File: src/hdl/hts_pkg.sv
`default_nettype none
package hts_pkg;

  localparam int HTS_FRAC_BITS = 16;
  localparam int CFG_AW        = 4;
  localparam int REG_W         = 18;
  localparam int DIV_W         = 11;

  localparam logic [1:0] REG_HUE = 2'd0;
  localparam logic [1:0] REG_SAT = 2'd1;
  localparam logic [1:0] REG_LIT = 2'd2;

  localparam logic [16:0] REG_MAX = 17'h10000;

  typedef struct packed {
    logic        hue_en;
    logic [16:0] hue_v;
    logic        sat_en;
    logic [16:0] sat_v;
    logic        lit_en;
    logic [16:0] lit_v;
  } hts_cfg_t;

endpackage
`default_nettype wire

File: src/hdl/hts_cfg.sv
`default_nettype none
module hts_cfg import hts_pkg::*; (
  input  wire logic              clk,
  input  wire logic              rst_n,
  input  wire logic              psel,
  input  wire logic              penable,
  input  wire logic              pwrite,
  input  wire logic [CFG_AW-1:0] paddr,
  input  wire logic [31:0]       pwdata,
  output logic      [31:0]       prdata,
  output logic                   pready,
  output hts_cfg_t               cfg
);

  logic [REG_W-1:0] hue_r, sat_r, lit_r;
  logic [1:0]       idx;
  logic             wr;

  function automatic logic [16:0] clamp_v(input logic [REG_W-1:0] raw);
    return (raw[16:0] > REG_MAX) ? REG_MAX : raw[16:0];
  endfunction

  assign idx    = paddr[3:2];
  assign wr     = psel & penable & pwrite;
  assign pready = 1'b1;

  always_ff @(posedge clk) begin
    if (!rst_n) begin
      hue_r <= '1;
      sat_r <= '1;
      lit_r <= '1;
    end else if (wr) begin
      case (idx)
        REG_HUE: hue_r <= pwdata[REG_W-1:0];
        REG_SAT: sat_r <= pwdata[REG_W-1:0];
        REG_LIT: lit_r <= pwdata[REG_W-1:0];
        default: ;
      endcase
    end
  end

  always_comb begin
    case (idx)
      REG_HUE: prdata = {{(32-REG_W){hue_r[REG_W-1]}}, hue_r};
      REG_SAT: prdata = {{(32-REG_W){sat_r[REG_W-1]}}, sat_r};
      REG_LIT: prdata = {{(32-REG_W){lit_r[REG_W-1]}}, lit_r};
      default: prdata = '0;
    endcase
  end

  assign cfg.hue_en = ~hue_r[REG_W-1];
  assign cfg.hue_v  = clamp_v(hue_r);
  assign cfg.sat_en = ~sat_r[REG_W-1];
  assign cfg.sat_v  = clamp_v(sat_r);
  assign cfg.lit_en = ~lit_r[REG_W-1];
  assign cfg.lit_v  = clamp_v(lit_r);

endmodule
`default_nettype wire

File: config.mk
export PLATFORM = sky130hd
export DESIGN_NAME = hts_cfg
export DESIGN_NICKNAME = d
export VERILOG_FILES = /design/src/hdl/hts_pkg.sv /design/src/hdl/hts_cfg.sv
export SDC_FILE = /design/constraint.sdc
export NUM_CORES = 1
export LEC_CHECK = 0
export BUFFER_PORTS_ARGS = -buffer_cell sky130_fd_sc_hd__buf_2
export CORE_MARGIN = 2
export CORE_UTILIZATION = 45
export CTS_CLUSTER_DIAMETER = 80
export CTS_CLUSTER_SIZE = 12
export DETAILED_ROUTE_END_ITERATION = 8
export GPL_TIMING_DRIVEN = 1
export PLACE_DENSITY_LB_ADDON = 0.2
export SLEW_MARGIN = 20
export SYNTH_ARGS = -nofsm -noshare
export SYNTH_HDL_FRONTEND = slang
export SYNTH_SLANG_ARGS = --single-unit
File: constraint.sdc
create_clock -name clk -period 2.2 [get_ports clk]
set_input_delay 0.33 -clock clk [delete_from_list [all_inputs] [get_ports clk]]
set_output_delay 0.33 -clock clk [all_outputs]
set_load 0.01 [all_outputs]
== Word level (Yosys, flattened, before mapping) ==
Cells that the tools add are included.

* Register bits after elaboration: 54
* Output and inout port bits: 87

* Order comparisons: 3
* Eq/ne operators: 2
* Muxes and demuxes: 4
* Bitwise operators: 5
* Reduce and logical (&&, ||, !) cells: 4

{| class="wikitable"
|+ Operators by type and width
! cell !! number
|-
| $pmux 32 s3 || 1
|-
| $gt 17x17->1 const B || 3
|-
| $mux 17 || 3
|-
| $reduce_and 2->1 || 3
|-
| $not 1->1 || 3
|-
| $and 1x1->1 || 2
|-
| $eq 2x1->1 const B || 1
|-
| $eq 2x2->1 const B || 1
|-
| $logic_not 2->1 || 1
|}

== Longest topological paths before layout ==
Gate-level depths: netlist (run 1).

* Depth in word-level cells: 3
* Depth in mapped cells: 5
* Depth with buffers taken out: 3

== Least setup slack after synthesis (run 1) ==
OpenSTA, ideal clock, no wires.

* Path kind: in2out
* Start point: input paddr[3]
* End point: output prdata[18]
* Arrival time: 1.840 ns
* Path slack: 0.030 ns
* Cell stages on the path: 5
* Buffers on the path: 3
* Cell sequence: buf_2 -> buf_1 -> mux2i_1 -> o22ai_1 -> buf_4

* Cells in the longest elaborated chain, start to end: 2
* Elaborated cells on any way between the ends: 4
* Those cells by class: eq/ne (2); mux (1); reduce/logical (1)

{| class="wikitable"
|+ RTL lines
! what !! RTL line !! source
|-
| start: declaration || hts_cfg.sv:8 || <nowiki>input wire logic [CFG_AW-1:0] paddr,</nowiki>
|-
| $eq 2x2->1, or another cell as far along || hts_cfg.sv:43 || <nowiki>case (idx)</nowiki>
|-
| $pmux 32 s3 (*) || hts_cfg.sv:43 ||
|-
| end: declaration || hts_cfg.sv:10 || <nowiki>output logic [31:0] prdata,</nowiki>
|}

Mark *: on every way between the ends. The rest lies on a longest branch, timed or not.

==> impl_results.md, run 1 <==
* Status: finished with violations
* Violated checks: design-rule violations
* Hold Violations, Final at 0
* IO Port Bufs at 110
* FF/Latch Area at 1081 um2
* Utilization after layout at a little under three fifths
* Hold crit path type: in -> reg
* Critical path fanouts, max at 10
* Finished Cell Area at roughly 3600 um2
* H-Tree Depth at 2
* CTS Buf Count at 5
* Pwr dens at roughly 520 nW/um2
* Syn Std Cell Area at a little over 3000 um2
* Die area at around 7400 um2
* Initial drt markers at roughly 160
* First-pass GRT wire length at 13330 um
* Total track usage at approximately 23%
* Max-slew violations at 0
* GRT overflow at 0
* Period utilization at between 90% and 100%
* Fmax at around 0.48 GHz
* # rows at 29
* Final Skew at 0 ns
* Sequential area share after synthesis at between 30 and 40%
* Worst vdd ir at approximately 0.3 mV
* Mapped Nets at 416
* WP data required at roughly 1.9 ns
* Distinct cells, synth at 27
* CP Class: reg -> out
* Critical Path End Type: primary output
* Crit path launch type: register
* Commonest non-fill, non-tap cell in the layout: buf_2
* Via count at 2997
* Post-layout min period at slightly above 2 ns
* Mean routed wirelength per cell at 15.90 um
* Clock Tree Root: clkbuf_8
* Measured slew at the worst slew-check pin at approximately 0.7 ns
* Post-DP HPWL at 6374 um
* Slew HR at between 50% and 60%
* Filler Cells Inserted at roughly 640
* Hold_buf cts at 0
* CTS tree: yes
* Maximum buffer depth of the clock tree at 2
* Final Hold Slack at around 0.34 ns
* WL final at about 8600 um
* Initial core utilization at ~47%
* Setup TNS Final at 0 ns
* Drt drc at 8
* Largest net degree at the start of global routing at between 40 and 50
* Clk_lat worst skew at 0.31 ns
* Nets at slightly above 500
* Share of layout cells above drive strength 1 at 32.25%
* Drt via density at between 5 and 6
* Clk slew on worst S/H paths at approximately 0.090 ns
* Final antenna-violating net count at 0
* # diodes at 0
* Clk sinks at 54
* Area of the multi-input gates at 1608 um2
* FF+latch count, synth at 54
* Syn-to-layout area delta at 20.77%
* Synth Warn # at 0
* Most frequent cells in the layout: buf_2 (110), o21ai_0 (70), dfxtp_1 (54)
* Mean post-synth cell area at ~8.0 um2
* Number of global-route vias before repair at 2599
* Area after DPL at between 3000 and 4000 um2
* Ports at 128
* Die Height at ~86 um
* Core area at around 6400 um2
* 1st-pass router iterations at 7
* Final setup vio count at 0
* Max-Cap Viols at 0
* LEAKAGE at 1.712 nW
* RSZ-0062 raised after global routing: false
* Routability-driven placement congestion ratio at approximately 0.84
* Syn Inst Count at about 380
* Initial antenna violation count at 0
* Final Power at roughly 1.9 mW
* Arr. time, crit path at approximately 1.7 ns
* Chip width at between 80 and 90 um
==> logic make-up (layout without fill, tap and decap cells) <==
family	after synthesis	in the layout	share of synthesized area, %
AO/OA/AOI/OAI	129	129	27.40
other	1	1	0.1243
AND/OR/NAND/NOR	100	100	18.66
buffers and inverters	73	160	12.02
multiplexers	18	18	5.970
flip-flops	54	54	35.82
==> repair_timing <==
action | in CTS | in global routing
setup buffers | 1 | 0
endpoints found under the setup margin | 10 | 14
gates resized for setup | 1 | 4
pin swaps | 1 | 1
==> per-stage QoR <==
step	setup WS (ns)	instances
2_1_floorplan	0.02969	375
3_3_place_gp	0.2969	531
4_1_cts	0.01818	539
6_report	0.1312	539
5_1_grt	0.01370	539
3_5_place_dp	0.2245	531
==> synthesized netlist by cell type <==
| cell | number | area [um2] |
|---|---|---|
| a21o_1 | 10 | 75.07 |
| a21o_2 | 8 | 70.07 |
| a41oi_1 | 3 | 26.28 |
| buf_1 | 2 | 7.510 |
| buf_2 | 4 | 20.02 |
| buf_4 | 15 | 112.6 |
| buf_6 | 2 | 22.52 |
| buf_8 | 1 | 15.01 |
| clkbuf_1 | 24 | 90.09 |
| clkbuf_2 | 1 | 5.000 |
| conb_1 | 1 | 3.750 |
| dfxtp_1 | 54 | 1081 |
| inv_1 | 24 | 90.09 |
| mux2i_1 | 18 | 180.2 |
| nand2_1 | 34 | 127.6 |
| nand2b_1 | 1 | 6.260 |
| nand3_4 | 1 | 17.52 |
| nand4b_2 | 1 | 15.01 |
| nor2b_1 | 49 | 306.5 |
| nor4_1 | 12 | 75.07 |
| o211ai_1 | 18 | 135.1 |
| o21ai_0 | 70 | 350.3 |
| o22ai_1 | 2 | 12.51 |
| o311ai_0 | 17 | 148.9 |
| o311ai_1 | 1 | 8.760 |
| or2_1 | 1 | 6.260 |
| or3b_1 | 1 | 8.760 |
==> worst max-delay path, stage by stage, from the launching register on <==
cell,delay (ns)
dfxtp_1,0.36
nor4_1,0.41
a41oi_2,0.16
buf_4,0.20
nor2b_1,0.15
buf_2,0.15
==> state kept, by name (all words and copies together) (netlist names) <==
| signal | cells |
|---|---|
| sat_r | 18 |
| lit_r | 18 |
| hue_r | 18 |
==> final timing paths <==
kind         cells past startpoint  slack, ns         to  startpoint
max reg2reg                      2       1.38  hue_r[16]   hue_r[16]
min reg2reg                      1       0.50  lit_r[17]   lit_r[17]
max                              5       0.13     cfg[8]    lit_r[2]
min                              3       0.34  hue_r[13]  pwdata[13]
==> power breakdown <==
part / internal (mW) / total, mW / switching, mW / leakage [nW]
sequential: 0.999 / 1.02 / 0.0240 / 0.439
combinational: 0.133 / 0.330 / 0.196 / 1.23
clock: 0.220 / 0.533 / 0.313 / 0.0383
total: 1.35 / 1.89 / 0.533 / 1.71
==> routing by layer <==
metal  share of wire (%)  GRT usage (%)
met2                  45          34.32
met3                 5.1          3.369
met5                   0              0
met4                 1.5          6.494
met1                  48          34.43
==> cell type report <==
cell class	count	share of cell area, %
timing repair buffer	129	19.02
multi-input combinational	248	44.11
inverter	24	2.472
sequential	54	29.66
clock buffer	7	2.094
tap	77	2.643
Power figures use the tool's default switching activity.
==> run 2: changes to the inputs <==
--- a/config.mk
+++ b/config.mk
@@ -8,6 +8,7 @@
 export BUFFER_PORTS_ARGS = -buffer_cell sky130_fd_sc_hd__buf_2
 export CORE_MARGIN = 2
 export CORE_UTILIZATION = 45
+export CTS_BUF_LIST = sky130_fd_sc_hd__clkbuf_8
 export CTS_CLUSTER_DIAMETER = 80
 export CTS_CLUSTER_SIZE = 12
 export DETAILED_ROUTE_END_ITERATION = 8
==> run 2 against run 1 <==
Core utilization did not move. Die area is the same. Largest cell class unchanged. Sequential cell count stayed put. Final cell count did not move. The run still ends with design-rule violations left. Clock power down 2%. First-iteration DRC count is 6.1% lower.
==> impl_results.md, run 2 (same netlist as run 1, synthesis figures left out) <==
* Clock Tree Root: clkbuf_8 (unchanged)
* Largest net degree at the start of global routing at 44 (unchanged)
* LEAKAGE at 1.720 nW (was 1.712 nW)
* Hold crit path type: in -> reg (unchanged)
* H-Tree Depth at 2 (unchanged)
* CP startpoint: lit_r[15] (was lit_r[2])
* Worst vdd ir at 0.3089 mV (about the same)
* Mean routed wirelength per cell at 15.93 um (was 15.90 um)
* RSZ-0062 raised after global routing: false (unchanged)
* Critical Path End Type: primary output (unchanged)
* Clk slew on worst S/H paths at 0.09 ns (about the same)
* Post-DP HPWL at 6374 um (unchanged)
* Die Height at 85.89 um (unchanged)
* Drt via density at 5.560 (unchanged)
* Area of the multi-input gates at 1608 um2 (unchanged)
* CTS Buf Count at 5 (unchanged)
* Max-slew violations at 0 (unchanged)
* GR peak layer: met1 (unchanged)
* Number of global-route vias before repair at 2601 (was 2599)
* Crit path launch type: register (unchanged)
* Post-layout min period at 2.068 ns (was 2.069 ns)
* Status: finished with violations (unchanged)
* Worst hold start: pwdata[13] (unchanged)
* Met2 Use GR at 34.25% (was 34.32%)
* Hold_buf cts at 0 (unchanged)
* Ports at 128 (unchanged)
* Initial drt markers at 153 (was 163)
* Max-Cap Viols at 0 (unchanged)
* Die area at 7377 um2 (unchanged)
* Critical path fanouts, max at 10 (unchanged)
* Nets at 503 (unchanged)
* # diodes at 0 (unchanged)
* Largest regs: hue_r x18, lit_r x18, sat_r x18 (unchanged)
* Pwr dens at 514.5 nW/um2 (was 517.3 nW/um2)
* Via count at 2997 (unchanged)
* Filler Cells Inserted at 641 (unchanged)
* CP Class: reg -> out (unchanged)
* Violated checks: design-rule violations (unchanged)
* Total track usage at 23.04% (was 23.02%)
* CP Cell Sequence: nor4_1 > a41oi_2 > buf_4 > nor2b_1 > buf_2 (unchanged)
* R2r startpoint: hue_r[16] (unchanged)
* Slowest Stage Delay on Critical Path at 0.39 ns (was 0.41 ns)
* FF/Latch Area at 1081 um2 (unchanged)
* Area after DPL at 3527 um2 (unchanged)
* # rows at 29 (unchanged)
* IO Port Bufs at 110 (unchanged)
* Arr. time, crit path at 1.74 ns (about the same)
* Initial antenna violation count at 0 (unchanged)
* Hold Violations, Final at 0 (unchanged)
* Drt drc at 8 (unchanged)
* Final Power at 1.875 mW (was 1.886 mW)
* Setup TNS Final at 0 ns (unchanged)
* Core area at 6422 um2 (unchanged)
* WP data required at 1.87 ns (about the same)
* First-pass GRT wire length at 13340 um (was 13330 um)
* WL final at 8588 um (was 8569 um)
* Global Route met1 Usage at 34.54% (was 34.43%)
* Commonest non-fill, non-tap cell in the layout: buf_2 (unchanged)
* Finished Cell Area at 3645 um2 (unchanged)
* GRT overflow at 0 (unchanged)
* Final antenna-violating net count at 0 (unchanged)
* Chip width at 85.89 um (unchanged)
* Share of layout cells above drive strength 1 at 32.25% (unchanged)
* Slew HR at 52.68% (was 53.29%)
* Routability-driven placement congestion ratio at 0.8415 (unchanged)
* 1st-pass router iterations at 7 (unchanged)
* Most frequent cells in the layout: buf_2 (110), o21ai_0 (70), dfxtp_1 (54) (unchanged)
* Fmax at 0.4836 GHz (was 0.4834 GHz)
* Period utilization at 93.99% (was 94.04%)
* Initial core utilization at 46.99% (unchanged)
* Clk_lat worst skew at 0.31 ns (about the same)
* Clk sinks at 54 (unchanged)
* Final Skew at 0 ns (unchanged)
* Syn-to-layout area delta at 20.77% (unchanged)
* Final setup vio count at 0 (unchanged)
* CP max stage cell: nor4_1 (unchanged)
* CTS tree: yes (unchanged)
* Measured slew at the worst slew-check pin at 0.7098 ns (was 0.7007 ns)
* Met3 Usage GRT at 3.369% (unchanged)
* Maximum buffer depth of the clock tree at 2 (unchanged)
==> run 2: cell types whose count changed in the layout (fill, tap and decap cells not counted) <==
cell / change
clkbuf_1: -2
inv_1: +2
==> run 2: worst paths after layout <==
check | endpoint | slack (ns) | depth (start not counted)
worst max-delay path | cfg[8] | 0.13 | 5
worst min register to register | lit_r[17] | 0.50 | 1
worst min-delay path | hue_r[13] | 0.35 | 3
worst max register to register | hue_r[16] | 1.37 | 2
==> run 2: power by group <==
part	leakage, nW	switching (mW)	internal (mW)
clock network	0.0466	0.312	0.211
logic	1.23	0.196	0.133
registers	0.439	0.0240	0.999
total	1.72	0.532	1.34
==> run 2: worst max-delay path, delay by kind of cell, from the launching register on <==
| family | cells | cell delay (ns) |
|---|---|---|
| DFF | 1 | 0.37 |
| and+or+nand+nor | 2 | 0.54 |
| buffers and inverters | 2 | 0.35 |
| AOI/OAI and AO/OA | 1 | 0.17 |
==> run 2: area by class of cell <==
cell class	count	share of cell area [%]
timing repair buffer	129	19.02
multi-input combinational	248	44.11
clock buffer	5	1.888
inverter	24	2.472
clock inverter	2	0.2060
sequential	54	29.66
tap	77	2.643
==> run 2: layer usage <==
layer / routed length (um) / part of all wire [%] / up-vias
li1: - / - / 1472
met4: 106 / 1.2 / 0
met5: 0 / 0 / -
met1: 4086 / 48 / 1403
met2: 3862 / 45 / 114
met3: 533 / 6.2 / 8
==> run 2: timing repair <==
action,4_1_cts,5_1_grt
gates resized for setup,1,4
pin swaps,1,1
setup buffers,1,0
endpoints found under the setup margin,10,14
==> run 2: metrics by stage <==
stage	worst slack, ns	hold WS [ns]	std cells	util (%)
final	0.1322	0.3475	539	56.75
after global routing	0.01061	0.3502	539	56.75
after CTS	0.01761	0.3385	539	56.34
after detailed placement	0.2245	0.4745	531	54.92
after global placement	0.2969	0.4723	531	54.92
after floorplan	0.02969	0.4568	375	-
