==> config.mk <==
export PLATFORM = sky130hd
export DESIGN_NAME = hts_div
export DESIGN_NICKNAME = d
export VERILOG_FILES = /design/src/hdl/hts_div.sv
export SDC_FILE = /design/constraint.sdc
export NUM_CORES = 1
export LEC_CHECK = 0
export BUFFER_PORTS_ARGS = -buffer_cell sky130_fd_sc_hd__clkbuf_2
export CORE_UTILIZATION = 39
export CTS_BUF_LIST = sky130_fd_sc_hd__clkbuf_8
export DETAILED_ROUTE_END_ITERATION = 10
export HOLD_SLACK_MARGIN = 0.05
export PLACE_DENSITY_LB_ADDON = 0.2
export SYNTH_ARGS = -nofsm -noshare
export SYNTH_HDL_FRONTEND = slang
export SYNTH_SLANG_ARGS = --single-unit
==> constraint.sdc <==
create_clock -name clk -period 3.1 [get_ports clk]
set_input_delay 0.62 -clock clk [delete_from_list [all_inputs] [get_ports clk]]
set_output_delay 0.62 -clock clk [all_outputs]
set_load 0.05 [all_outputs]
==> src/hdl/hts_div.sv <==
`default_nettype none
// one quotient bit per stage; requires a < 2*dv
module hts_div #(
  parameter int DW = 11,
  parameter int QW = 17
) (
  input  wire logic          clk,
  input  wire logic          en,
  input  wire logic [DW-1:0] a,
  input  wire logic [DW-1:0] dv,
  output logic      [QW-1:0] q
);

  logic [DW-1:0] rem_r [QW-1];
  logic [DW-1:0] dv_r  [QW-1];
  logic [QW-1:0] q_r   [QW];

  for (genvar i = 0; i < QW; i++) begin : g_stage
    logic [DW:0]   cand;
    logic [DW-1:0] dvi;
    logic          ge;
    logic [DW:0]   diff;
    logic [QW-1:0] q_nxt;

    if (i == 0) begin : g_first
      assign cand  = {1'b0, a};
      assign dvi   = dv;
      assign q_nxt = {{(QW-1){1'b0}}, ge};
    end else begin : g_next
      assign cand  = {rem_r[i-1], 1'b0};
      assign dvi   = dv_r[i-1];
      assign q_nxt = {q_r[i-1][QW-2:0], ge};
    end

    assign ge   = cand >= {1'b0, dvi};
    assign diff = cand - {1'b0, dvi};

    always_ff @(posedge clk) begin
      if (en) begin
        q_r[i] <= q_nxt;
      end
    end

    if (i < QW-1) begin : g_rem
      logic [DW-1:0] rem_nxt;
      assign rem_nxt = ge ? diff[DW-1:0] : cand[DW-1:0];
      always_ff @(posedge clk) begin
        if (en) begin
          rem_r[i] <= rem_nxt;
          dv_r[i]  <= dvi;
        end
      end
    end
  end

  assign q = q_r[QW-1];

endmodule
`default_nettype wire

* After elaboration in Yosys (flattened, before gate mapping)
Memory sizes are Yosys's and may differ from the RTL's.
Cells that the tools add are included.
** Cells by class
- Add/sub/neg operators :: 16
- Magnitude comparators :: 17
- Multiplexer cells :: 18
** Operators by type and width (count)
- >= comparator 12 x 11 -> 1 bit :: 16
- two-way mux 11 bit :: 16
- subtractor 11 bit :: 16
- >= comparator 11 bit :: 1
- two-way mux 1 bit :: 2
** Storage, ports and cells
- Bits in registers :: 0
- Bits in writable memories :: 641
- Input bits :: 24
- Word-level logic and storage cells :: 54
- Memories :: 3
** Memory list
- q_r :: depth 17, bits a word 17, read ports 17, clocked after Yosys merged registers in 0, write ports 17, RTL line 16 : logic [QW-1:0] q_r [QW];
- dv_r :: depth 16, bits a word 11, read ports 16, clocked after Yosys merged registers in 0, write ports 16, RTL line 15 : logic [DW-1:0] dv_r [QW-1];
- rem_r :: depth 16, bits a word 11, read ports 16, clocked after Yosys merged registers in 0, write ports 16, RTL line 14 : logic [DW-1:0] rem_r [QW-1];

* Logic depth before layout (Yosys ltp)
Gate-level depths: netlist of run 1.
An unclocked memory read counts as a cell.
- Word-level depth :: 3
- Gate-level depth with buffers :: 10
- Depth with buffers taken out :: 9

* Worst setup path before layout of run 1
OpenSTA, ideal clock, no wires.
- Path kind :: input-to-reg
- Start :: in dv[4]
- End :: mem rem_r[0][9] (data pin)
- Arrival :: 2199 ps
- Required time :: 2840 ps
- Slack :: 641 ps
- Stages on the path :: 9
- Cells stage by stage :: inv_1 > ha_1 > buf_2 > a21oi_1 > o21ai_1 > a21oi_1 > o21ai_1 > buf_2 > mux2_2
** RTL lines
- start: declaration :: RTL line 10 : input wire logic [DW-1:0] dv,
- end: declaration :: RTL line 14

==> reports/qor.yml, run 1 <==
setup_path:
  cp.depth: 8
  regToRegStartpoint: "dv_r[5][0]$_DFFE_PP_"
  start_kind: "flip-flop"
  max_stage_delay_ns: 0.49
  r2r_end: "rem_r[0][73]$_DFFE_PP_"
  cp-end-kind: "flip-flop"
  reg2reg_slack_ns: 0.32
  cp_num_buf_inv: 2
  cp_top_family: "compound AO/OA/AOI/OAI gates"
  critPathSlowestCell: "fa_1"
  crit_end: "rem_r[0][73]$_DFFE_PP_"
  reg2reg_depth: 8
  critPathLaunch: "dv_r[5][0]$_DFFE_PP_"
  critPathArrivalTime_ns: 3.27
  crit_fanout: 17
  cp_cell_sequence: "inv_1, fa_1, o211ai_1, a211o_1, o211a_1, inv_1, and4_1, nor3_1"
  worstSetupPathType: "reg -> reg"
  crit_required_ns: 3.59
  crit_top_cell: "inv_1"
floorplanning:
  die_area_um2: 69600
  start_util_pct: 39.6
  die_w_um: 264
  fp.coreArea_um2: 67500
  core.rowCount: 95
  fp.dieH_um: 264
  io-pin-count: 41
sta:
  tightest_slew_ns: 0.513
  timing.final.crit_period_ns: 2.78
  final.period_utilization_pct: 89.6
  rsz0062_at_grt: "false"
  drv_slew: 0
  fmax_mhz: 360
  fin_tns_setup_ns: 0
  fin_ws_ns: 0.323
  hold_viol: 0
  maxSlewHeadroom_pct: 65.6
  skew_ns: 0.0452
  setup_viol: 0
finish:
  layout_commonest_cell: "edfxtp_1"
  num-nets-final: 2498
  final_cell_mix: "edfxtp_1 (505), inv_1 (269), ha_1 (186)"
  area_delta_synth_final_pct: 11.8
  drive_above_1_share_pct: 13.1
  fin_area_um2: 29900
clocking:
  cts_made_buffers: 89
  cts_resized: 0
  clk_pin_slew_worst_paths_ns: 0.06
  clk_latency_ns: 0.68
  cts-root-buf: "clkbuf_8"
  tritoncts: "built"
  clock_sinks: 505
  cts_max_level: 3
  clockBufferDepth: 3
drt:
  ant_nets: 0
  routed_wl_um: 53500
  via_count: 16916
  wire_per_inst_um: 16.6
  dr.first_iter.drc_count: 1054
  drc_errors: 0
  vias_per_cell: 5.25
  first_pass_iters: 5
global_route:
  track_usage_pct: 15.4
  grt_pass1_wl_um: 87200
  grt_antenna_before_repair: 1
  grt_max_degree: 72
  gr-total-overflow: 0
  grt_pass1_vias: 16724
placed_design:
  place_congestion: 0.864
  post_dp_cell_area_um2: 28100
  hpwl_um: 39000
  io_buffers: 40
  pre_cts_ws_ns: 0.363
yosys:
  synthXorXnorAreaFrac_pct: 2.16
  synth_compound_area_share_pct: 13.6
  netlist_instances: 2146
  synth_edf_count: 505
  syn-num-nets: 2372
  synth_cell_types: 69
  synth_top_family_by_area: "compound AO/OA/AOI/OAI gates"
  synthArstFlopShare_pct: 0
  yosysSeqAreaShare_pct: 56.7
  ys.flop_type: "edfxtp_1"
  ys_seq_elements: 505
  syn_area_um2: 26700
  postSynthAreaPerCell_um2: 12.5
  synth-simple-area-share_pct: 9.50
  ys_warn_count: 0
  synthAdderAreaFrac_pct: 9.91
  synthMuxAreaShare_pct: 3.76
pwr:
  leakage_uw: 0.0118
  pwr_density_cell_nw_per_um2: 915
  vdd_drop_max_uv: 319
worst_hold_path:
  min-delay-path-class: "in -> reg"
flow_run:
  maxCapViolations: 0
run_status:
  status: "finished, final reports clean"
## per-layer routing
layer	up-vias	routed length, µm	share of wire, %	GRT usage (%)
met3	79	2330	4.4	2.68
met5	-	0	0	0
met2	360	24400	46	24.4
met4	0	1150	2.1	5.63
li1	8367	-	-	-
met1	8110	25500	48	21.2
## final cells by class
type	count	area (µm²)
Antenna cell	2	5.00
Clock buffer	91	1250
Multi-Input combinational cell	1362	10400
Clock inverter	75	531
Sequential cell	505	15200
Tap cell	873	1090
Timing Repair Buffer	60	450
Inverter	254	966
Fill cell	6251	37600
## state kept, by name, indices dropped and copies added, names as in the netlist
register  flops
rem_r       176
dv_r        176
q_r         153
## power by group
group / leakage, µW / internal [µW] / switching [µW]
Sequential: 0.00492 / 9670 / 863
Clock: 0.000991 / 3350 / 2780
Combinational: 0.00589 / 4750 / 5910
Total: 0.0118 / 17800 / 9550
## through the flow
| stage | hold WS, ns | total power [µW] | cells | utilization, % |
|---|---|---|---|---|
| after floorplan | 0.400 | 18800 | 2146 | - |
| after global placement | 0.401 | 21100 | 3053 | 41.6 |
| after detailed placement | 0.405 | 21200 | 3053 | 41.6 |
| after CTS | 0.0516 | 27600 | 3220 | 44.2 |
| after global routing | 0.0805 | 29300 | 3222 | 44.2 |
| final | 0.136 | 27300 | 3222 | 44.2 |
## cell families after synthesis
logic type / after synthesis
mux: 81
buf+inv: 279
flops: 505
simple gates: 491
compound gates: 522
fa+ha+maj: 202
xor+xnor: 66
## Yosys cell counts, types with 9 or more instances
cell type	instances	area, µm²
o21ai_0	110	551
edfxtp_1	505	15200
a21o_1	41	308
clkbuf_1	10	37.5
ha_1	186	2330
mux2_2	48	541
o21a_1	39	293
nand2b_1	13	81.3
a21oi_1	96	480
xnor2_1	52	455
o31ai_1	17	128
and2_1	12	75.1
nand3b_1	25	188
nor2_1	148	556
a21boi_0	12	90.1
a211o_1	12	105
buf_6	11	124
o211ai_1	9	67.6
a22oi_1	11	82.6
nor2b_1	31	194
a211oi_1	27	203
fa_1	16	320
mux2_4	25	375
a31oi_1	31	194
o2111ai_1	25	219
nand2_1	71	267
inv_1	247	927
or3_1	13	81.3
xor2_1	14	123
nand4_1	24	150
nand3_1	52	260
and3_1	12	75.1
nor3_1	47	235
## worst min path at each step
stage,from,to,slack [ns],cells past startpoint
6_report,dv[6],dv_r[0][6]$_DFFE_PP_,0.14,1
5_1_grt,dv[7],dv_r[0][7]$_DFFE_PP_,0.08,1
4_1_cts,dv[6],dv_r[0][6]$_DFFE_PP_,0.05,1
3_5_place_dp,q_r[0][102]$_DFFE_PP_,q_r[0][120]$_DFFE_PP_,0.40,0
3_3_place_gp,q_r[0][175]$_DFFE_PP_,q_r[0][193]$_DFFE_PP_,0.40,0
2_1_floorplan,q_r[0][85]$_DFFE_PP_,q_r[0][103]$_DFFE_PP_,0.40,0
## what timing repair did
action,4_1_cts,5_1_grt
setup buffers,0,0
hold buffers,1,0
hold endpoints to repair,1,0
(Power assumes the default switching activity.)
==> run 2: changes to the inputs <==
Settings changed: CELL_PAD_IN_SITES_DETAIL_PLACEMENT set to 1, CELL_PAD_IN_SITES_GLOBAL_PLACEMENT set to 2.
==> reports/qor.yml, run 2 (synthesis results as in run 1) <==
run_status:
  status: "finished, final reports clean"
placed_design:
  io_buffers: 40
  hpwl_um: 43400
  post_dp_cell_area_um2: 28200
  place_congestion: 0.818
clocking:
  cts-root-buf: "clkbuf_8"
  postCtsSetupRepairBufs: 0
  cts_max_level: 3
  clk_pin_slew_worst_paths_ns: 0.06
  clk_latency_ns: 0.67
  clockBufferDepth: 3
  cts_made_buffers: 91
  hold_buffers: 0
  tritoncts: "built"
  cts_resized: 0
  clock_sinks: 505
floorplanning:
  fp.dieH_um: 264
  fp.coreArea_um2: 67500
  io-pin-count: 41
  start_util_pct: 39.6
  core.rowCount: 95
  die_w_um: 264
  die_area_um2: 69600
drt:
  drc_errors: 0
  ant_nets: 0
  first_pass_iters: 4
  routed_wl_um: 58700
  dr.first_iter.drc_count: 1032
  via_count: 17096
  wire_per_inst_um: 18.2
  vias_per_cell: 5.30
worst_hold_path:
  min_to: "dv_r[0][9]$_DFFE_PP_"
  hold_start: "dv[9]"
  holdPathStages: 1
  min-delay-path-class: "in -> reg"
sta:
  rsz0062_at_grt: "false"
  drv_slew: 0
  timing.final.crit_period_ns: 2.86
  fin_tns_setup_ns: 0
  hold_viol: 0
  skew_ns: 0.0245
  fmax_mhz: 349
  tightest_slew_ns: 0.702
  final.period_utilization_pct: 92.4
  setup_viol: 0
  maxSlewHeadroom_pct: 53.2
finish:
  layout_commonest_cell: "edfxtp_1"
  reg_top3: "dv_r: 176 flops, rem_r: 176 flops, q_r: 153 flops"
  area_delta_synth_final_pct: 11.9
  final_cell_mix: "edfxtp_1 (505), inv_1 (277), ha_1 (186)"
  fin_area_um2: 29900
  final_util_pct: 44.3
  drive_above_1_share_pct: 13.3
  num-nets-final: 2505
pwr:
  vdd_drop_max_uv: 324
  pwr_density_cell_nw_per_um2: 925
  leakage_uw: 0.0119
  power_uw: 27700
setup_path:
  regToRegStartpoint: "rem_r[1][55]$_SDFFCE_PN0P_"
  cp-end-kind: "flip-flop"
  cp_cell_sequence: "ha_1, ha_1, o21ai_0, a211oi_1, o2111ai_2, and2_1, inv_4, mux2_2"
  crit_fanout: 8
  cp_top_family: "compound AO/OA/AOI/OAI gates"
  critPathArrivalTime_ns: 3.28
  worstSetupPathType: "reg -> reg"
  crit_top_cell: "ha_1"
  reg2reg_slack_ns: 0.24
  reg2reg_depth: 8
  r2r_end: "rem_r[1][69]$_DFFE_PP_"
  cp_num_buf_inv: 1
  critPathSlowestCell: "a211oi_1"
  max_stage_delay_ns: 0.46
  crit_required_ns: 3.52
  start_kind: "flip-flop"
global_route:
  grt_max_degree: 70
  grt_antenna_before_repair: 2
  gr-total-overflow: 0
  grt_pass1_vias: 17736
  grt_pass1_wl_um: 95500
  track_usage_pct: 16.9
flow_run:
  maxCapViolations: 0
-- run 2: worst max path at each step --
stage,from,end,cells after the start
after detailed placement,rem_r[1][55]$_SDFFCE_PN0P_,rem_r[1][71]$_DFFE_PP_,8
after global routing,dv_r[4][0]$_DFFE_PP_,rem_r[0][62]$_DFFE_PP_,8
final,rem_r[1][55]$_SDFFCE_PN0P_,rem_r[1][69]$_DFFE_PP_,8
after CTS,rem_r[1][55]$_SDFFCE_PN0P_,rem_r[1][69]$_DFFE_PP_,8
after global placement,a[0],rem_r[0][8]$_DFFE_PP_,10
after floorplan,dv[4],rem_r[0][9]$_DFFE_PP_,9
-- run 2: metal layers --
metal	part of all wire, %	routed length, µm	vias up	GRT usage, %
met2	46	27000	229	27.2
met3	3.2	1900	82	2.57
met5	0	0	-	0
met4	1.9	1130	0	5.23
li1	-	-	8371	-
met1	49	28700	8414	23.6
-- run 2: layout make-up --
type / instances / area [µm²]
antenna: 1 / 2.50
clock buffer: 92 / 1270
clock inverter: 73 / 489
fill: 7102 / 37600
inverter: 254 / 966
multi-input combinational: 1362 / 10400
sequential: 505 / 15200
tap: 873 / 1090
timing repair buffer: 65 / 523
-- run 2: power breakdown --
| group | internal (µW) | total [µW] | leakage (µW) | switching, µW |
|---|---|---|---|---|
| combinational | 4820 | 11000 | 0.00593 | 6200 |
| clock | 3290 | 6090 | 0.00101 | 2810 |
| sequential | 9670 | 10500 | 0.00492 | 873 |
| total | 17800 | 27700 | 0.0119 | 9880 |
-- run 2: stage by stage --
| stage | hold WS, ns | setup slack [ns] | cells |
|---|---|---|---|
| 2_1_floorplan | 0.400 | 0.641 | 2146 |
| 3_3_place_gp | 0.400 | 0.357 | 3059 |
| 3_5_place_dp | 0.405 | 0.277 | 3059 |
| 4_1_cts | 0.0570 | 0.227 | 3224 |
| 5_1_grt | 0.0947 | 0.0349 | 3225 |
| 6_report | 0.133 | 0.237 | 3225 |
-- run 2: worst register-to-register path, cell delays in order, from the launching register on --
cell and delay [ns]:
edfxtp_1 0.43, ha_1 0.33, ha_1 0.14, o21ai_0 0.11, a211oi_1 0.46, o2111ai_2 0.26, and2_1 0.39, inv_4 0.15
mux2_2 0.35
==> run 3: changes to the inputs <==
Settings changed: ABC_AREA set to 1.
==> reports/qor.yml, run 3 <==
sta:
  fmax_mhz: 381
  fin_tns_setup_ns: 0
  tightest_slew_ns: 0.681
  skew_ns: 0.0345
  rsz0062_at_grt: "false"
  setup_viol: 0
  drv_slew: 0
  maxSlewHeadroom_pct: 54.6
  fin_ws_ns: 0.476
  whs_ns: 0.139
  hold_viol: 0
  timing.final.crit_period_ns: 2.62
  final.period_utilization_pct: 84.6
yosys:
  synthArstFlopShare_pct: 0
  synth.most_common_cell: "nand2_1"
  ys_top_cells_by_area: "edfxtp_1 (53%), nand2_1 (14%), ha_1 (8.1%), nand3_1 (7.4%), inv_1 (6.9%)"
  syn-num-nets: 3390
  synth_area_leader_cell: "edfxtp_1"
  synth_top_cell_area_share_pct: 52.9
  yosysSeqAreaShare_pct: 52.9
  synth_cell_types: 27
  syn_area_um2: 28700
  ys_seq_elements: 505
  ys_warn_count: 0
  postSynthAreaPerCell_um2: 9.06
  netlist_instances: 3164
  ys.flop_type: "edfxtp_1"
  ys_top_cells_by_count: "nand2_1 (1051), inv_1 (525), edfxtp_1 (505), nand3_1 (426), ha_1 (186)"
  synth_edf_count: 505
placed_design:
  place_congestion: 0.878
  pre_cts_ws_ns: 0.456
  hpwl_um: 57900
  io_buffers: 40
  post_dp_cell_area_um2: 30000
run_status:
  status: "finished, final reports clean"
setup_path:
  r2r_end: "rem_r[1][52]$_DFFE_PP_"
  crit_fanout: 11
  start_kind: "flip-flop"
  reg2reg_depth: 9
  regToRegStartpoint: "dv_r[11][0]$_DFFE_PP_"
  worstSetupPathType: "reg -> reg"
  critPathArrivalTime_ns: 3.13
  reg2reg_slack_ns: 0.48
  crit_required_ns: 3.61
  cp-end-kind: "flip-flop"
floorplanning:
  die_w_um: 273
  core.rowCount: 99
  fp.coreArea_um2: 72800
  start_util_pct: 39.4
  io-pin-count: 41
  die_area_um2: 74600
  fp.dieH_um: 273
finish:
  register_area_um2: 15200
  multiInputGateArea_um2: 11100
  reg_top3: "dv_r: 176 flops, rem_r: 176 flops, q_r: 153 flops"
  fin_area_um2: 31700
  layout_commonest_cell: "nand2_1"
  fillers: 8528
  drive_above_1_share_pct: 8.03
  num-nets-final: 3506
  final_util_pct: 43.6
  area_delta_synth_final_pct: 10.7
  final_cell_mix: "nand2_1 (1051), inv_1 (546), edfxtp_1 (505)"
pwr:
  pwr_density_cell_nw_per_um2: 900
  leakage_uw: 0.0151
  vdd_drop_max_uv: 380
drt:
  ant_nets: 0
  vias_per_cell: 4.92
  first_pass_iters: 5
  via_count: 21202
  drc_errors: 0
  dr.first_iter.drc_count: 1123
  routed_wl_um: 74700
  wire_per_inst_um: 17.3
global_route:
  grt_max_degree: 121
  grt_antenna_before_repair: 1
  gr-total-overflow: 0
  track_usage_pct: 20.5
  grt_pass1_wl_um: 121000
  grt_pass1_vias: 22461
clocking:
  clockBufferDepth: 3
  cts_resized: 0
  hold_buffers: 0
  cts_made_buffers: 90
  clock_sinks: 505
  cts_max_level: 3
  clk_pin_slew_worst_paths_ns: 0.06
  cts-root-buf: "clkbuf_8"
  tritoncts: "built"
  postCtsSetupRepairBufs: 0
  clk_latency_ns: 0.68
worst_hold_path:
  hold_start: "dv[1]"
  min-delay-path-class: "in -> reg"
  min_to: "dv_r[0][1]$_DFFE_PP_"
  holdPathStages: 1
flow_run:
  maxCapViolations: 0
==> run 3: changes by cell type after synthesis, moves of 35 or more <==
cell	delta
a21oi_1	-43
inv_1	+278
xor2_1	+35
nand3_1	+374
o21ai_0	-108
nor3_1	-47
a21o_1	-40
xnor2_1	-52
o21a_1	-38
nand2_1	+980
mux2_2	-48
==> run 3: kinds of logic (layout without fill, tap and decap cells) <==
logic type,after synthesis,count (layout),share of synthesized area [%]
compound gates,90,90,2.01
xor+xnor,49,49,1.50
fa+ha+maj,202,202,9.24
buf+inv,574,760,8.31
flops,505,505,52.9
other cells,0,1,0
simple gates,1744,1744,26.0
==> run 3: layout make-up <==
cell class | count | area share, %
clock inverter | 71 | 1.53
antenna | 1 | 0.00789
sequential | 505 | 47.8
tap | 959 | 3.78
clock buffer | 91 | 3.95
inverter | 526 | 6.22
multi-input combinational | 2085 | 35.0
timing repair buffer | 72 | 1.66
==> run 3: metrics by stage <==
step,std cells,power (µW)
2_1_floorplan,3164,19100
3_3_place_gp,4147,22300
3_5_place_dp,4147,22700
4_1_cts,4309,29000
5_1_grt,4310,31000
6_report,4310,28600
==> run 3: report_power, final <==
| part | switching (µW) | internal (µW) | total, µW |
|---|---|---|---|
| clock network | 2830 | 3250 | 6090 |
| registers | 1030 | 9640 | 10700 |
| logic | 7700 | 4100 | 11800 |
| total | 11600 | 17000 | 28600 |
==> run 3: how the worst max path moves through the flow <==
stage	start	endpoint	slack, ns	depth (start not counted)
6_report	dv_r[11][0]$_DFFE_PP_	rem_r[1][52]$_DFFE_PP_	0.48	9
5_1_grt	dv_r[7][0]$_DFFE_PP_	rem_r[1][7]$_DFFE_PP_	0.30	8
3_5_place_dp	dv_r[7][0]$_DFFE_PP_	rem_r[1][10]$_DFFE_PP_	0.46	8
3_3_place_gp	dv_r[7][0]$_DFFE_PP_	rem_r[1][10]$_DFFE_PP_	0.45	8
2_1_floorplan	a[0]	rem_r[0][6]$_DFFE_PP_	1.04	11
4_1_cts	dv_r[11][0]$_DFFE_PP_	rem_r[1][52]$_DFFE_PP_	0.47	9
==> run 3: layer usage <==
| layer | vias up | global-route usage (%) | part of all wire [%] |
|---|---|---|---|
| met5 | - | 0 | 0 |
| met4 | 0 | 6.32 | 2.2 |
| met3 | 111 | 2.91 | 3.1 |
| met2 | 281 | 35.1 | 49 |
| met1 | 10212 | 26.6 | 46 |
| li1 | 10598 | - | - |
==> run 3: critical path, stage by stage, from the launching register on <==
cell and delay (ns):
edfxtp_1 0.41, inv_1 0.16, fa_1 0.50, nand3_1 0.12, nand3_1 0.25, nand2_1 0.22, nand3_1 0.10, nand2_1 0.37
nand3_1 0.14, nand2_1 0.19
