==> config.mk <==
export PLATFORM = sky130hd
export DESIGN_NAME = hts_back
export DESIGN_NICKNAME = d
export VERILOG_FILES = /design/src/hdl/hts_pkg.sv /design/src/hdl/hts_back.sv
export SDC_FILE = /design/constraint.sdc
export NUM_CORES = 2
export LEC_CHECK = 0
export ABC_AREA = 0
export CORE_MARGIN = 3
export CORE_UTILIZATION = 45
export DETAILED_ROUTE_END_ITERATION = 6
export DONT_BUFFER_PORTS = 1
export GPL_TIMING_DRIVEN = 1
export PLACE_DENSITY_LB_ADDON = 0.2
export SYNTH_ARGS = -nofsm -noshare
export SYNTH_HDL_FRONTEND = slang
export SYNTH_SLANG_ARGS = --single-unit
==> constraint.sdc <==
create_clock -name clk -period 9 [get_ports clk]
set_input_delay 1.8 -clock clk [delete_from_list [all_inputs] [get_ports clk]]
set_output_delay 1.8 -clock clk [all_outputs]
set_load 0.05 [all_outputs]
==> src/hdl/hts_pkg.sv <==
`default_nettype none
package hts_pkg;

  localparam int HTS_FRAC_BITS = 16;
  localparam int CFG_AW        = 4;
  localparam int REG_W         = 18;
  localparam int DIV_W         = 11;

  localparam logic [1:0] REG_HUE = 2'd0;
  localparam logic [1:0] REG_SAT = 2'd1;
  localparam logic [1:0] REG_LIT = 2'd2;

  localparam logic [16:0] REG_MAX = 17'h10000;

  typedef struct packed {
    logic        hue_en;
    logic [16:0] hue_v;
    logic        sat_en;
    logic [16:0] sat_v;
    logic        lit_en;
    logic [16:0] lit_v;
  } hts_cfg_t;

endpackage
`default_nettype wire

==> src/hdl/hts_back.sv <==
`default_nettype none
module hts_back import hts_pkg::*; #(
  parameter int FRAC_BITS = HTS_FRAC_BITS
) (
  input  wire logic             clk,
  input  wire logic             rst_n,
  input  wire logic             en,
  input  wire logic             in_v,
  input  wire logic [FRAC_BITS:0] h_q,
  input  wire logic [FRAC_BITS:0] s_q,
  input  wire logic [FRAC_BITS:0] l_q,
  input  wire logic             dz,
  input  wire logic [7:0]       alpha,
  input  wire hts_cfg_t         cfg,
  output logic                  out_v,
  output logic      [31:0]      pixel
);

  localparam int F = FRAC_BITS;
  localparam int W = F + 1;
  localparam logic [F:0]   ONE   = W'(1) << F;
  localparam logic [F:0]   HALF  = W'(1) << (F-1);
  localparam logic [F+2:0] ONE_X = (F+3)'(1) << F;
  localparam logic [F+2:0] TWO_X = (F+3)'(2) << F;
  localparam logic [F+2:0] X3    = (F+3)'(3) << F;
  localparam logic [F+3:0] ONE_Y = (F+4)'(1) << F;
  localparam logic [F+3:0] Y3    = (F+4)'(3) << F;
  localparam logic [F+3:0] Y4    = (F+4)'(4) << F;

  localparam logic [1:0] SEG_RISE = 2'd0;
  localparam logic [1:0] SEG_TOP  = 2'd1;
  localparam logic [1:0] SEG_FALL = 2'd2;
  localparam logic [1:0] SEG_BOT  = 2'd3;

  function automatic logic [F:0] conv(input logic [16:0] v);
    logic [F+16:0] t;
    t = {v, {F{1'b0}}};
    return t[F+16:16];
  endfunction

  // ---- stage 1: hue select, saturation operands
  logic [F:0] hsh, ssh, h1, s1, ksat;
  logic [F+1:0] ksat_w;
  logic       lo_s;
  logic       p1_v_r, p1_se_r, p1_lo_r;
  logic [F:0] p1_h_r, p1_s_r, p1_l_r, p1_ma_r, p1_mb_r;
  logic [F:0] p1_ma_nxt, p1_mb_nxt;
  logic [7:0] p1_a_r;

  assign hsh    = conv(cfg.hue_v);
  assign ssh    = conv(cfg.sat_v);
  assign h1     = cfg.hue_en ? hsh : (dz ? '0 : h_q);
  assign s1     = dz ? '0 : s_q;
  assign lo_s   = ssh <= HALF;
  assign ksat_w = {ssh, 1'b0} - {1'b0, ONE};
  assign ksat   = ksat_w[F:0];
  assign p1_ma_nxt = lo_s ? s1 : ONE - s1;
  assign p1_mb_nxt = lo_s ? ssh : ksat;

  // ---- stage 2: saturation product
  logic           p2_v_r, p2_se_r, p2_lo_r;
  logic [F:0]     p2_h_r, p2_s_r, p2_l_r;
  logic [7:0]     p2_a_r;
  logic [2*W-1:0] p2_prod_r, p2_prod_nxt;
  assign p2_prod_nxt = p1_ma_r * p1_mb_r;

  // ---- stage 3: new saturation, t2 operand
  logic [F:0]   s2_nxt;
  logic         lo_l_nxt;
  logic [F+1:0] tb_nxt;
  logic         p3_v_r, p3_lo_r;
  logic [F:0]   p3_h_r, p3_s_r, p3_l_r;
  logic [F+1:0] p3_tb_r;
  logic [7:0]   p3_a_r;

  always_comb begin
    if (!p2_se_r) begin
      s2_nxt = p2_s_r;
    end else if (p2_lo_r) begin
      s2_nxt = p2_prod_r[2*F-1:F-1];
    end else begin
      s2_nxt = p2_s_r + p2_prod_r[2*F:F];
    end
  end
  assign lo_l_nxt = p2_l_r < HALF;
  assign tb_nxt   = lo_l_nxt ? ({1'b0, ONE} + {1'b0, s2_nxt}) : {1'b0, s2_nxt};

  // ---- stage 4: l product
  logic           p4_v_r, p4_lo_r;
  logic [F:0]     p4_h_r, p4_s_r, p4_l_r;
  logic [7:0]     p4_a_r;
  logic [2*F+2:0] p4_tp_r, p4_tp_nxt;
  assign p4_tp_nxt = p3_l_r * p3_tb_r;

  // ---- stage 5: t1/t2, channel segments
  logic [F+1:0] t2_w, t1_w;
  logic [F:0]   tpf, t2_nxt, t1_nxt, d21_nxt;
  logic [F+2:0] h3, xr0;
  logic [F+2:0] xc [3];
  logic [1:0]   seg_nxt [3];
  logic [F:0]   fac_nxt [3];
  logic [7:0]   gval_nxt;
  logic         p5_v_r, p5_grey_r;
  logic [F:0]   p5_t1_r, p5_t2_r, p5_d21_r;
  logic [1:0]   p5_seg_r [3];
  logic [F:0]   p5_fac_r [3];
  logic [7:0]   p5_gval_r, p5_a_r;

  assign tpf    = p4_tp_r[2*F:F];
  assign t2_w   = p4_lo_r ? {1'b0, tpf} : ({1'b0, p4_l_r} + {1'b0, p4_s_r} - {1'b0, tpf});
  assign t2_nxt = t2_w[F:0];
  assign t1_w   = {p4_l_r, 1'b0} - t2_w;
  assign t1_nxt = t1_w[F:0];
  assign d21_nxt = t2_nxt - t1_nxt;
  assign gval_nxt = p4_l_r[F] ? 8'hFF : p4_l_r[F-1:F-8];
  assign h3     = ({2'b0, p4_h_r} << 1) + {2'b0, p4_h_r};
  assign xr0    = h3 + ONE_X;
  assign xc[0]  = (xr0 > X3) ? xr0 - X3 : xr0;
  assign xc[1]  = h3;
  assign xc[2]  = (h3 < ONE_X) ? h3 + TWO_X : h3 - ONE_X;

  always_comb begin
    logic [F+3:0] x2;
    logic [F+3:0] fall;
    for (int c = 0; c < 3; c++) begin
      x2   = {xc[c], 1'b0};
      fall = Y4 - x2;
      if (x2 < ONE_Y) begin
        seg_nxt[c] = SEG_RISE;
        fac_nxt[c] = x2[F:0];
      end else if (x2 < Y3) begin
        seg_nxt[c] = SEG_TOP;
        fac_nxt[c] = '0;
      end else if ({1'b0, xc[c]} < (ONE_Y << 1)) begin
        seg_nxt[c] = SEG_FALL;
        fac_nxt[c] = fall[F:0];
      end else begin
        seg_nxt[c] = SEG_BOT;
        fac_nxt[c] = '0;
      end
    end
  end

  // ---- stage 6: channel products
  logic           p6_v_r, p6_grey_r;
  logic [F:0]     p6_t1_r, p6_t2_r;
  logic [1:0]     p6_seg_r [3];
  logic [2*W-1:0] p6_prod_r [3];
  logic [7:0]     p6_gval_r, p6_a_r;

  // ---- stage 7: channel bytes, lightness operands
  logic [F:0]   lsh, klit, lk_nxt;
  logic [F+1:0] klit_w;
  logic         lo_lit;
  logic [7:0]   c_nxt [3];
  logic [7:0]   lm_nxt [3];
  logic         p7_v_r, p7_le_r, p7_lo_r;
  logic [7:0]   p7_c_r [3];
  logic [7:0]   p7_lm_r [3];
  logic [F:0]   p7_lk_r;
  logic [7:0]   p7_a_r;

  assign lsh    = conv(cfg.lit_v);
  assign lo_lit = lsh <= HALF;
  assign klit_w = {lsh, 1'b0} - {1'b0, ONE};
  assign klit   = klit_w[F:0];
  assign lk_nxt = lo_lit ? lsh : klit;

  always_comb begin
    logic [F:0]   v;
    logic [F+8:0] m;
    for (int c = 0; c < 3; c++) begin
      case (p6_seg_r[c])
        SEG_RISE, SEG_FALL: v = p6_t1_r + p6_prod_r[c][2*F:F];
        SEG_TOP:            v = p6_t2_r;
        default:            v = p6_t1_r;
      endcase
      m = {v, 8'b0} - {8'b0, v};
      c_nxt[c]  = p6_grey_r ? p6_gval_r : m[F+7:F];
      lm_nxt[c] = lo_lit ? c_nxt[c] : 8'hFF - c_nxt[c];
    end
  end

  // ---- stage 8: lightness products
  logic         p8_v_r, p8_le_r, p8_lo_r;
  logic [7:0]   p8_c_r [3];
  logic [F+8:0] p8_lp_r [3];
  logic [7:0]   p8_a_r;

  // ---- stage 9: output word
  logic [7:0]  o_nxt [3];
  logic        p9_v_r;
  logic [31:0] p9_pix_r;

  always_comb begin
    for (int c = 0; c < 3; c++) begin
      if (!p8_le_r) begin
        o_nxt[c] = p8_c_r[c];
      end else if (p8_lo_r) begin
        o_nxt[c] = p8_lp_r[c][F+6:F-1];
      end else begin
        o_nxt[c] = p8_c_r[c] + p8_lp_r[c][F+7:F];
      end
    end
  end

  always_ff @(posedge clk) begin
    if (!rst_n) begin
      p1_v_r <= 1'b0;
      p2_v_r <= 1'b0;
      p3_v_r <= 1'b0;
      p4_v_r <= 1'b0;
      p5_v_r <= 1'b0;
      p6_v_r <= 1'b0;
      p7_v_r <= 1'b0;
      p8_v_r <= 1'b0;
      p9_v_r <= 1'b0;
    end else if (en) begin
      p1_v_r <= in_v;
      p2_v_r <= p1_v_r;
      p3_v_r <= p2_v_r;
      p4_v_r <= p3_v_r;
      p5_v_r <= p4_v_r;
      p6_v_r <= p5_v_r;
      p7_v_r <= p6_v_r;
      p8_v_r <= p7_v_r;
      p9_v_r <= p8_v_r;
    end
  end

  always_ff @(posedge clk) begin
    if (en) begin
      p1_h_r  <= h1;
      p1_s_r  <= s1;
      p1_l_r  <= l_q;
      p1_a_r  <= alpha;
      p1_ma_r <= p1_ma_nxt;
      p1_mb_r <= p1_mb_nxt;
      p1_se_r <= cfg.sat_en;
      p1_lo_r <= lo_s;

      p2_h_r    <= p1_h_r;
      p2_s_r    <= p1_s_r;
      p2_l_r    <= p1_l_r;
      p2_a_r    <= p1_a_r;
      p2_se_r   <= p1_se_r;
      p2_lo_r   <= p1_lo_r;
      p2_prod_r <= p2_prod_nxt;

      p3_h_r  <= p2_h_r;
      p3_s_r  <= s2_nxt;
      p3_l_r  <= p2_l_r;
      p3_a_r  <= p2_a_r;
      p3_lo_r <= lo_l_nxt;
      p3_tb_r <= tb_nxt;

      p4_h_r  <= p3_h_r;
      p4_s_r  <= p3_s_r;
      p4_l_r  <= p3_l_r;
      p4_a_r  <= p3_a_r;
      p4_lo_r <= p3_lo_r;
      p4_tp_r <= p4_tp_nxt;

      p5_t1_r   <= t1_nxt;
      p5_t2_r   <= t2_nxt;
      p5_d21_r  <= d21_nxt;
      p5_grey_r <= (p4_s_r == '0);
      p5_gval_r <= gval_nxt;
      p5_a_r    <= p4_a_r;

      p6_t1_r   <= p5_t1_r;
      p6_t2_r   <= p5_t2_r;
      p6_grey_r <= p5_grey_r;
      p6_gval_r <= p5_gval_r;
      p6_a_r    <= p5_a_r;

      p7_lk_r <= lk_nxt;
      p7_le_r <= cfg.lit_en;
      p7_lo_r <= lo_lit;
      p7_a_r  <= p6_a_r;

      p8_le_r <= p7_le_r;
      p8_lo_r <= p7_lo_r;
      p8_a_r  <= p7_a_r;

      p9_pix_r <= {p8_a_r, o_nxt[0], o_nxt[1], o_nxt[2]};

      for (int c = 0; c < 3; c++) begin
        p5_seg_r[c]  <= seg_nxt[c];
        p5_fac_r[c]  <= fac_nxt[c];
        p6_seg_r[c]  <= p5_seg_r[c];
        p6_prod_r[c] <= p5_d21_r * p5_fac_r[c];
        p7_c_r[c]    <= c_nxt[c];
        p7_lm_r[c]   <= lm_nxt[c];
        p8_c_r[c]    <= p7_c_r[c];
        p8_lp_r[c]   <= p7_lm_r[c] * p7_lk_r;
      end
    end
  end

  assign out_v = p9_v_r;
  assign pixel = p9_pix_r;

endmodule
`default_nettype wire

Word-level counts from Yosys, hierarchy flattened
Memories as Yosys holds them, arrays and structs flattened.
Index checks and enable logic that the tools add are counted.
Storage, ports and cells
  flip-flop bits (word level): 557
  RAM bits: 312
  bits of input ports: 118
  memories kept: 8
Memories
  p6_prod_r: depth 3, width 34, read ports 3, clocked after memory_dff 0, write ports 3, RTL line hts_back.sv:148  | logic [2*W-1:0] p6_prod_r [3];
  p8_lp_r: depth 3, width 25, read ports 3, clocked after memory_dff 0, write ports 3, RTL line hts_back.sv:187  | logic [F+8:0] p8_lp_r [3];
  p5_fac_r: depth 3, width 17, read ports 3, clocked after memory_dff 0, write ports 3, RTL line hts_back.sv:106  | logic [F:0] p5_fac_r [3];
  p7_c_r: depth 3, width 8, read ports 3, clocked after memory_dff 0, write ports 3, RTL line hts_back.sv:158  | logic [7:0] p7_c_r [3];
  p7_lm_r: depth 3, width 8, read ports 3, clocked after memory_dff 0, write ports 3, RTL line hts_back.sv:159  | logic [7:0] p7_lm_r [3];
  p8_c_r: depth 3, width 8, read ports 3, clocked after memory_dff 0, write ports 3, RTL line hts_back.sv:186  | logic [7:0] p8_c_r [3];
  +2 memories
Cells by class
  add/subtract/negate cells: 29
  multipliers: 8
  magnitude comparators: 14
  equal/unequal tests: 6
  multiplexer cells: 47
  reduce and logical (&&, ||, !) cells: 7
Operators by type and width (number)
  17-bit two-way mux: 19
  17-bit by 17-bit multiplier with 34-bit output: 3
  17-bit one-hot mux with 2 select lines: 3
  8-bit two-way mux: 12
  17-bit adder: 5
  8-bit by 17-bit multiplier with 25-bit output: 3
  24-bit by 17-bit subtractor with 24-bit output: 3
  20-bit by 17-bit < comparator with 1-bit output, second input constant: 3
  20-bit by 18-bit < comparator with 1-bit output, second input constant: 3
  19-bit by 18-bit < comparator with 1-bit output, second input constant: 3
  1-bit by 17-bit subtractor with 17-bit output, first input constant: 3
  17-bit subtractor: 3
  19-bit two-way mux: 2
  17-bit by 16-bit <= comparator with 1-bit output, second input constant: 2
  17-bit subtractor, second input constant: 2
  17-bit by 17-bit multiplier with 33-bit output: 1
  17-bit by 18-bit multiplier with 33-bit output: 1
  8-bit adder: 3
  8-bit subtractor, first input constant: 3
  18-bit by 17-bit adder with 19-bit output: 1
  19-bit by 17-bit adder with 19-bit output, second input constant: 1
  19-bit by 18-bit adder with 19-bit output, second input constant: 1
  19-bit by 18-bit > comparator with 1-bit output, second input constant: 1
  19-bit by 17-bit < comparator with 1-bit output, second input constant: 1
  other kinds (12): 29

Logic depth before layout (Yosys ltp)
  word-level depth: 8
  mapped depth: 28
  mapped depth without buffers: 27

Worst setup path after synthesis
No wires, ideal clock.
  kind: reg-to-reg
  start: register p5_d21_r[11]
  end: memory p6_prod_r[0][32] in the netlist's numbering, data pin
  setup time: 0.260 ns
  data arrival time: 6.563 ns
  data required time: 8.740 ns
  slack: 2.177 ns
  cell stages (with the launch flop): 27
  path buffers: 2
  period minus slack after synthesis: 6.823 ns
  cell sequence: edfxtp_1 > clkbuf_1 > clkbuf_1 > nand2_1 > fa_1 > fa_1 > fa_1 > inv_1 > fa_1 > fa_1 > inv_1 > fa_1 > inv_1 > ha_1 > a21o_1 > a21oi_1 > nand2_1 > a21oi_1 > nor3_1 > o41ai_1 > a31oi_1 > o211ai_1 > a21boi_0 > o21a_1 > o41a_1 > a21oi_1 > xnor2_1
RTL lines
  start, declared: RTL line hts_back.sv:104  | logic [F:0] p5_t1_r, p5_t2_r, p5_d21_r;
  start signal, assigned: RTL line hts_back.sv:266  | p5_d21_r <= d21_nxt;
  end, declared: RTL line hts_back.sv:148

==> summary.md <==
| Metric | Value |
|---|---|
| Worst slew pin tran | 1.17 ns |
| Uppermost layer routed | met4 |
| Total gr overflow | 0 |
| Worst hold path class | reg2reg |
| Detail Route met3 WL | 9.92 mm |
| Largest net degree at the start of global routing | 210 |
| Async S/R FF share, synth | 0% |
| Max cap viols | 0 |
| R2r setup slk | 1.17 ns |
| WP data arrival | 8.28 ns |
| IO Count | 151 |
| DP Wirelength | 161 mm |
| Setup bufs post-CTS | 0 |
| Headroom to the max-slew limit | 22.3% |
| Pre-antenna DRT Iters | 6 |
| Seq cells post-synth | 716 |
| Worst setup SP type | flop |
| Worst Setup Path Type | reg2reg |
| CTS tree | done |
| Avg WL per Cell | 18.6 µm |
| Fin nets | 11.0k |
| Unrepaired setup endpoints after global routing | no |
| CTS sink cnt | 716 |
| Post-Syn Instances | 8907 |
| Post-CTS sizing | 0 |
| Fin. max-slew vios | 0 |
| Via-to-Cell Ratio | 5.21 |
| Finish-stage setup viols | 0 |
| Layout cells sized above 1 | 3.32% |
| Core footprint | 196000 µm² |
| Min-delay src | p1_h_r[6] |
| Worst skew pair latency | 0.76 ns |
| Vias in the first global route | 63.6k |
| Setup_tns | 0 ns |
| Die area | 203000 µm² |
| Ys flop type | edfxtp_1 |
| Initial DRC count | 3707 |
| # rows | 162 |
| GRT Total Usage | 21.4% |
| Die X-Extent | 450 µm |
| Wl on met1 | 94.8 mm |
| Worst EP required | 9.45 ns |
| Hold buffer count at CTS | 0 |
| H-tree Lvls | 3 |
| Worst Setup End Kind | flop |
| PortBufs | 0 |
| Min-Delay Endpoint | p2_h_r[6] |
| DR DRC count | 0 |
| GP Congestion | 0.853 |
| Status | finished, final reports clean |
| Final period util | 87.0% |
| Worst clock skew | 0.0804 ns |
| CP max FO | 18 |
| Register-to-Register Path Depth | 23 |
| Via count | 59.7k |
| Crit Reg-Reg Startpoint | p3_s_r[10] |
| Fmax | 128 MHz |
| Tmin final | 7.83 ns |
| Clock slew at reported path FFs | 0.07 ns |
| Post-Route WL | 213 mm |
| Post-Syn Area per Cell | 9.97 µm² |
| Post-synthesis sequential area ratio | 24.1% |
| Reg2reg end | p4_tp_r[32] |
| Area Overhead vs Synth | 6.29% |
| Final hold violations | 0 |
| Initial Util | 45.4% |
| Netlist cell types | 105 |
| Clock root cell | clkbuf_16 |
| Remaining antenna violation count | 0 |
| Initial antenna violation count | 3 |
| Yosys warning total | 0 |
| Worst hold stages | 0 |
| EDFF count, synth | 707 |
| CTS max path bufs | 3 |
| Die Height | 450 µm |
| Total CTS buffers | 89 |
| Mapped Area | 88800 µm² |
| Global-route wire length before repair | 347 mm |
| WL met2 | 104 mm |
## cell type report
| cell class | instances | area [µm²] |
|---|---|---|
| antenna | 2 | 5.00 |
| clock buffer | 102 | 2280 |
| clock inverter | 63 | 723 |
| fill | 18100 | 101000 |
| inverter | 1729 | 6490 |
| multi-input combinational | 6141 | 59700 |
| sequential | 716 | 21400 |
| tap | 2624 | 3280 |
| timing repair buffer | 63 | 553 |
## synth_stat cells (8+ instances only)
master,instances,share of area (%)
a211oi_1,21,0.18
dfxtp_1,9,0.20
xor2_1,74,0.73
nand3_1,57,0.32
ha_1,805,11
mux2_2,13,0.16
mux2i_1,54,0.61
fa_1,1355,31
or2_2,32,0.23
o21ai_0,155,0.87
a211o_1,8,0.079
a31oi_1,36,0.25
xnor2_1,219,2.2
nor4_1,27,0.19
clkbuf_1,326,1.4
o22ai_1,23,0.16
o21a_1,60,0.51
nor2_1,269,1.1
o31ai_1,21,0.18
a21oi_1,223,1.3
a21o_1,77,0.65
a22o_1,16,0.16
a31o_2,9,0.089
nand4_1,25,0.18
o21ai_1,16,0.090
nor2b_1,72,0.51
and2_1,821,5.8
o211ai_1,27,0.23
o21bai_1,21,0.18
nor3b_1,19,0.16
a2111oi_0,8,0.079
nor3_1,110,0.62
nand2b_1,44,0.31
inv_1,1726,7.3
and3_1,28,0.20
buf_1,13,0.055
a21boi_0,16,0.14
or3_1,29,0.20
edfxtp_1,707,24
or4_1,13,0.11
o31a_1,12,0.12
nand2_1,1164,4.9
## cell families (layout without fill, tap and decap cells)
logic type                 after synthesis  after routing  synth area share, %
adders and majority gates             2164           2164                 41.9
AOI/OAI and AO/OA                      839            839                 6.19
DFF                                    716            716                 24.1
muxes                                   68             68                0.790
buffers and inverters                 2081           1957                 8.86
other                                    2             35              0.00845
and+or+nand+nor                       2741           2741                 15.2
xor gates and xnor gates               296            296                 2.96
## worst max-delay path by stage
stage | slack, ns | startpoint | endpoint | cells after the start
6_report | 1.17 | p3_s_r[10] | p4_tp_r[32] | 23
5_1_grt | 0.78 | p3_s_r[12] | p4_tp_r[32] | 21
4_1_cts | 1.15 | p3_s_r[10] | p4_tp_r[32] | 23
3_5_place_dp | 1.21 | p3_s_r[10] | p4_tp_r[32] | 21
3_3_place_gp | 1.27 | p3_l_r[9] | p4_tp_r[32] | 23
2_1_floorplan | 2.18 | p5_d21_r[11] | p6_prod_r[0][32] | 26
## worst max-delay path, stage by stage, from the launching register on
cell and delay, ns:
edfxtp_1 0.89, nand2_1 0.18, fa_1 0.56, fa_1 0.48, fa_1 0.55, inv_1 0.06
fa_1 0.51, fa_1 0.49, inv_1 0.05, fa_1 0.47, inv_1 0.05, ha_1 0.29
a21o_1 0.12, a21o_1 0.10, a21oi_1 0.07, o31a_1 0.13, o31ai_1 0.74, a41oi_1 0.24
o21ai_0 0.54, o211ai_1 0.23, a31oi_1 0.36, or4_1 0.18, a31oi_1 0.09, xnor2_1 0.13
## state kept, by name (all words and copies together) (netlist names), 18 cells and up
| signal | count |
|---|---|
| p6_prod_r | 51 |
| p5_fac_r | 48 |
| pixel | 32 |
| p8_lp_r | 27 |
| p7_c_r | 24 |
| p7_lm_r | 24 |
| p8_c_r | 24 |
| p2_prod_r | 18 |
## layout by cell type (no fill, tap or decap), types with 53 or more instances in the layout
cell / Yosys / final
inv_1: 1726 / 1725
fa_1: 1355 / 1355
nand2_1: 1164 / 1164
and2_1: 821 / 821
ha_1: 805 / 805
edfxtp_1: 707 / 707
nor2_1: 269 / 269
a21oi_1: 223 / 223
xnor2_1: 219 / 219
o21ai_0: 155 / 155
nor3_1: 110 / 110
clkbuf_16: 0 / 89
a21o_1: 77 / 77
xor2_1: 74 / 74
nor2b_1: 72 / 72
o21a_1: 60 / 60
buf_4: 1 / 59
nand3_1: 57 / 57
mux2i_1: 54 / 53
## stage by stage
stage          hold slack, ns  cells  setup slack (ns)  util (%)  cell area [µm²]
2_1_floorplan           0.400   8938              2.18         -            88900
3_3_place_gp            0.400  11300              1.27      46.7            91400
3_5_place_dp            0.405  11300              1.21      46.7            91400
4_1_cts                 0.358  11400              1.15      48.3            94400
5_1_grt                 0.362  11400             0.780      48.3            94400
6_report                0.366  11400              1.17      48.3            94400
## metal layers
| metal | track usage [%] | vias to the layer above |
|---|---|---|
| met2 | 36.1 | 1323 |
| met3 | 2.62 | 251 |
| li1 | - | 27600 |
| met5 | 0 | - |
| met4 | 5.27 | 0 |
| met1 | 29.2 | 30400 |
Power is not shown: default switching activity piles up to over one toggle a cycle in this logic, so the estimate is an artifact.
